[src/rtl/bar_pkg.sv]
`timescale 1ns / 1ps
// Shared types, constants and register indexes of the barometer compensation block.
// No dependencies; every other file uses this package by scoped names.
package bar_pkg;

   // Register indexes of the write port.
   typedef enum logic [2:0] {
      CSR_AC1_AC2  = 3'd0,
      CSR_AC3_AC4  = 3'd1,
      CSR_AC5_AC6  = 3'd2,
      CSR_B1_B2    = 3'd3,
      CSR_MC_MD    = 3'd4,
      CSR_OVERSAMP = 3'd5
   } csr_index_type;

   localparam logic [1:0] OSS_RESET = 2'd2;

   // Compensation constants.
   localparam logic signed [31:0] B6_OFFSET   = 32'sd4000;
   localparam logic signed [31:0] P_SQ_COEF   = 32'sd3038;
   localparam logic signed [31:0] P_LIN_COEF  = -32'sd7357;
   localparam logic signed [31:0] P_ROUND     = 32'sd3791;
   localparam logic [31:0]        B4_BIAS     = 32'd32768;
   localparam logic [31:0]        B7_SCALE    = 32'd50000;
   localparam logic signed [31:0] TEMP_ROUND  = 32'sd8;

   // Side data that travels with an operand pair through a divider.
   localparam int TAG_W = 58;

   // Cycles from an accepted start to the edge that takes the result.
   localparam int LATENCY = 75;

   // Calibration words as held in the register file.
   typedef struct packed {
      logic [31:0] ac1_ac2;
      logic [31:0] ac3_ac4;
      logic [31:0] ac5_ac6;
      logic [31:0] b1_b2;
      logic [31:0] mc_md;
      logic [1:0]  oss;
   } cal_type;

   // One restoring-division stage's state.
   typedef struct packed {
      logic [31:0] rem;
      logic [31:0] num;
      logic [31:0] den;
      logic [31:0] quo;
   } div_type;

   // One quotient bit: shift in the next dividend bit and try to subtract.
   function automatic div_type div_step(input div_type s);
      div_type     r;
      logic [32:0] trial;
      logic [32:0] diff;
      trial = {s.rem, s.num[31]};
      diff  = trial - {1'b0, s.den};
      r.den = s.den;
      r.num = {s.num[30:0], 1'b0};
      if (!diff[32]) begin
         r.rem = diff[31:0];
         r.quo = {s.quo[30:0], 1'b1};
      end else begin
         r.rem = trial[31:0];
         r.quo = {s.quo[30:0], 1'b0};
      end
      return r;
   endfunction

endpackage

[src/rtl/bar_csr.sv]
`timescale 1ns / 1ps
// Calibration and oversampling register file of the barometer compensation block.
// Depends on bar_pkg.
module bar_csr (
   input  logic                clock,
   input  logic                reset,
   input  logic                csr_write_enable,
   input  logic [2:0]          csr_index,
   input  logic [31:0]         csr_write_data,
   output bar_pkg::cal_type    cal
);

   bar_pkg::cal_type cal_ff;
   bar_pkg::cal_type cal_in;

   // Decode the write; indexes past the list leave everything alone.
   always_comb begin
      cal_in = cal_ff;
      if (csr_write_enable) begin
         case (csr_index)
            bar_pkg::CSR_AC1_AC2:  cal_in.ac1_ac2 = csr_write_data;
            bar_pkg::CSR_AC3_AC4:  cal_in.ac3_ac4 = csr_write_data;
            bar_pkg::CSR_AC5_AC6:  cal_in.ac5_ac6 = csr_write_data;
            bar_pkg::CSR_B1_B2:    cal_in.b1_b2   = csr_write_data;
            bar_pkg::CSR_MC_MD:    cal_in.mc_md   = csr_write_data;
            bar_pkg::CSR_OVERSAMP: cal_in.oss     = csr_write_data[1:0];
            default: ;
         endcase
      end
   end

   always_ff @(posedge clock) begin
      if (reset) begin
         cal_ff.ac1_ac2 <= '0;
         cal_ff.ac3_ac4 <= '0;
         cal_ff.ac5_ac6 <= '0;
         cal_ff.b1_b2   <= '0;
         cal_ff.mc_md   <= '0;
         cal_ff.oss     <= bar_pkg::OSS_RESET;
      end else begin
         cal_ff <= cal_in;
      end
   end

   assign cal = cal_ff;

endmodule

[config.mk]
export PLATFORM = sky130hd
export DESIGN_NAME = bar_csr
export DESIGN_NICKNAME = d
export VERILOG_FILES = /design/src/rtl/bar_pkg.sv /design/src/rtl/bar_csr.sv
export SDC_FILE = /design/constraint.sdc
export NUM_CORES = 1
export LEC_CHECK = 0
export BUFFER_PORTS_ARGS = -buffer_cell sky130_fd_sc_hd__buf_2
export CORE_MARGIN = 8
export CORE_UTILIZATION = 35
export CTS_BUF_LIST = sky130_fd_sc_hd__clkbuf_4 sky130_fd_sc_hd__clkbuf_8
export DETAILED_ROUTE_END_ITERATION = 10
export SLEW_MARGIN = 0
export SYNTH_ARGS = -nofsm -noshare
export SYNTH_HDL_FRONTEND = slang
export SYNTH_SLANG_ARGS = --single-unit
[constraint.sdc]
create_clock -name clock -period 1.3 [get_ports clock]
set_input_delay 0.065 -clock clock [delete_from_list [all_inputs] [get_ports clock]]
set_output_delay 0.065 -clock clock [all_outputs]
set_load 0.02 [all_outputs]
; Word-level counts from Yosys, hierarchy flattened
; Index checks and enable logic that the tools add are counted.
[totals]
ff_bits = 162
latchBits = 0
mem_bits_rw = 0
mem_bits_ro = 0
input_bits = 38
output_inout_bits = 162
word_cells = 18
memories = 0
[classes]
n_addsub = 0
mul = 0
div_mod_pow = 0
n_lt_le_gt_ge = 0
n_eq_ne = 5
n_shift = 0
muxes = 0
n_bitwise = 0
n_reduce_logical = 7
[op_table]
columns = cell, count
row1 = $reduce_and 2->1, 6
row2 = $eq 3x2->1 const B, 2
row3 = $eq 3x3->1 const B, 2
row4 = $eq 3x1->1 const B, 1
row5 = $logic_not 3->1, 1

; Depth between registers and ports, before layout
[depth]
depth_word = 2
depth_mapped = 4
mapped_depth_nobuf = 2

; Worst setup path after synthesis
; OpenSTA, ideal clock, no wires.
[synth_path]
path_type = input to register
from = input csr_index[1]
to = register cal_ff, in the netlist cal[151]
setup_ns = 0.122
t_arrival_ns = 0.979
required_ns = 1.178
setup_slack_ns = 0.198
cell_stages = 4
path_buffers = 2
cell_sequence = or4b_1 > clkbuf_1 > buf_6 > mux2i_1
[synth_via]
elab_chain_len = 2
[synth_rtl]
columns = item, line
row1 = start: declaration, bar_csr.sv:8  ; input logic [2:0] csr_index,
row2 = $logic_not 3->1, bar_csr.sv:20  ; case (csr_index)
row3 = $reduce_and 2->1 (no line), n/a
row4 = end signal: assignment, bar_csr.sv:41  ; cal_ff <= cal_in;
row5 = end: declaration, bar_csr.sv:13  ; bar_pkg::cal_type cal_ff;
; Every way passes these cells.
; A chain may end at the register's enable or synchronous reset.

==> results.md <==
* CTS Buf Count at 17
* First DRT Iteration DRCs at 175
* Max_slew headroom at 80.1%
* Minimum clock period at 1.13 ns
* Post_cts resized at 0
* Die area at 22700 µm²
* Startpoint type of the worst setup path: input port
* Final ANT Viol Nets at 0
* Final Hold Fails at 0
* Clk sink count at 162
* Multi-input combinational cell area at 2960 µm²
* Slowest stage delay, CP at 0.53 ns
* CP max stage cell: dlygate4sd3_1
* CTS tree: built
* Top_reg_cell synth: dfxtp_1
* CP endpoint kind: flop
* Async S/R FF share, synth at 0%
* First-pass DRT Iterations at 4
* Setup TNS at 0 ns
* H-tree Lvls at 4
* Most numerous cell in the Yosys netlist: nand2b_1
* EDFF count, synth at 0
* Least-Margin Pin Slew at 0.299 ns
* Dpl ws at 0.0197 ns
* Inst Count DP at 978
* Vias in the first global route at 5081
* Die X at 151 µm
* Final #Nets at 828
* Worst r2r path cells at 2
* Synth cell types at 12
* Critical path type: in2reg
* Synthesized net count at 604
* Worst setup margin at 0.174 ns
* Final setup fails at 0
* Post-cts hold buffer count at 22
* WP depth at 5
* Total gr overflow at 0
* Share of cells above drive strength 1 at 32.3%
* Synth top area cells: dfxtp_1 51%, mux2i_1 26%, nand2b_1 19%
* Maximum vdd drop at 0.000613 V
* Status: completed
* Mapped cell area at 6330 µm²
* Global-route wire length before repair at 28000 µm
* Largest net degree at the start of global routing at 66
* Port buffer count at 199
* Fillcell total at 1682
* Worst path bufs/invs at 3
* Clock root buffer: clkbuf_8
* GP Congestion at 0.760
* Non-Filler Instances at 1032
* CP Cell Sequence: dlygate4sd3_1 -> buf_4 -> buf_12 -> nand2b_1 -> mux2i_1
* Top cells by count, synth: 193 x nand2b_1, 162 x dfxtp_1, 162 x mux2i_1
* Biggest area consumer among synthesized cells: dfxtp_1
* Max reg flops at 162
* Fin crit share at 86.6%
* RSZ-0062 raised after global routing: no
* Number of setup buffers added after CTS at 0
* P&R area growth vs syn at 34.1%
* Num ports at 200
* Clock transition at path regs at 0.09 ns
* YS warnings at 0
* Final wirelength at 17700 µm
* Initial antenna violation count at 0
* CP Data Required Time at 1.63 ns
* Final Max Tran Viols at 0
* Core ar. at 17800 µm²
* DIE HEIGHT at 151 µm
* Ant. Diodes at 0
* Clk buf depth at 2
* Synth top area share at 51.2%
* Register Area at 3240 µm²
* Clock insertion delay at the later pin of the skew report at 0.45 ns
* Pwr/cell area at 1260 nW/µm²
* Via count at 4709
* WL/cell at 17.1 µm
* Max cap viols at 0
* Worst Skew at 0 ns
* Vias/cell at 4.56
* GRT Overall Usage at 15.8%
* F_max at 888 MHz
* Critical Path AT at 1.45 ns
* Largest delay share family, worst path: buffers and inverters
* Pleak at 4.46 nW
* Worst Hold Class: in2reg
* Hpwl dp at 12600 µm
* DRC violations left at 0
* Hold Crit Depth at 3
* Syn Inst Count at 566
* Register area share after synthesis at 51.2%
* Synthesized flop and latch total at 162
* Crit Path Max Fanout at 65
* Standard-cell rows at 49
* Final Power at 0.0107 W
* Initial core utilization at 35.5%
* Mean Syn Cell Area at 11.2 µm²
[power breakdown]
part           leakage (nW)  switching (W)  internal, W
registers              1.31      0.0000609      0.00507
clock network         0.250        0.00189      0.00275
logic                  2.90       0.000502     0.000420
total                  4.46        0.00246      0.00824
[metrics by stage]
step | hold slack [ns] | cell area [µm²] | utilization, %
floorplan | 0.226 | 6330 | -
global placement | 0.360 | 7760 | 43.5
detailed placement | 0.365 | 7760 | 43.5
CTS | 0.00392 | 8500 | 47.6
global route | 0.00718 | 8500 | 47.6
finish | 0.0287 | 8500 | 47.6
[placed cells by master (no fill, tap or decap), drive strengths merged]
cell         count
nand4b           2
bufinv           7
and4bb           1
nor2             2
dfxtp          162
clkinvlp         2
buf            222
dlygate4sd3     22
mux2i          162
nand2b         193
nand4bb          3
clkinv           4
or4b             1
clkbuf          19
nor4b            1
[area by class of cell]
class | count | share of cell area [%]
flip-flops and latches | 162 | 38.2
multi-input cells | 365 | 34.9
repair buffers | 244 | 17.6
well taps | 229 | 3.37
clock inverters | 13 | 3.02
clock buffers | 19 | 3.00
[layer usage]
metal	up-vias	GRT usage, %	wire length (µm)
met1	2231	19.3	7910
met5	-	0	0
met4	0	4.35	179
met2	148	24.8	7890
li1	2316	-	-
met3	14	7.15	1680
[path summary, 6_finish.rpt]
kind	from	to	slack (ns)
max	reset	cal[146]$_SDFFE_PP0P_	0.17
min	csr_write_data[11]	cal[109]$_SDFFE_PP0P_	0.03
max reg2reg	cal[78]$_SDFFE_PP0P_	cal[78]$_SDFFE_PP0P_	0.66
min reg2reg	cal[0]$_SDFFE_PP0P_	cal[0]$_SDFFE_PP0P_	0.47
[worst reg2reg max path: stages, from the launching register on]
cell	delay [ns]
dfxtp_1	0.36
nand2b_1	0.07
mux2i_1	0.15
[logic make-up (layout without fill, tap and decap cells)]
| kind of cell | count (synthesis) | count (layout) | share of synthesized area, % |
|---|---|---|---|
| buf+inv | 39 | 276 | 2.71 |
| flops | 162 | 162 | 51.2 |
| mux | 162 | 162 | 25.6 |
| simple gates | 203 | 203 | 20.5 |
Power figures use the tool's default switching activity.
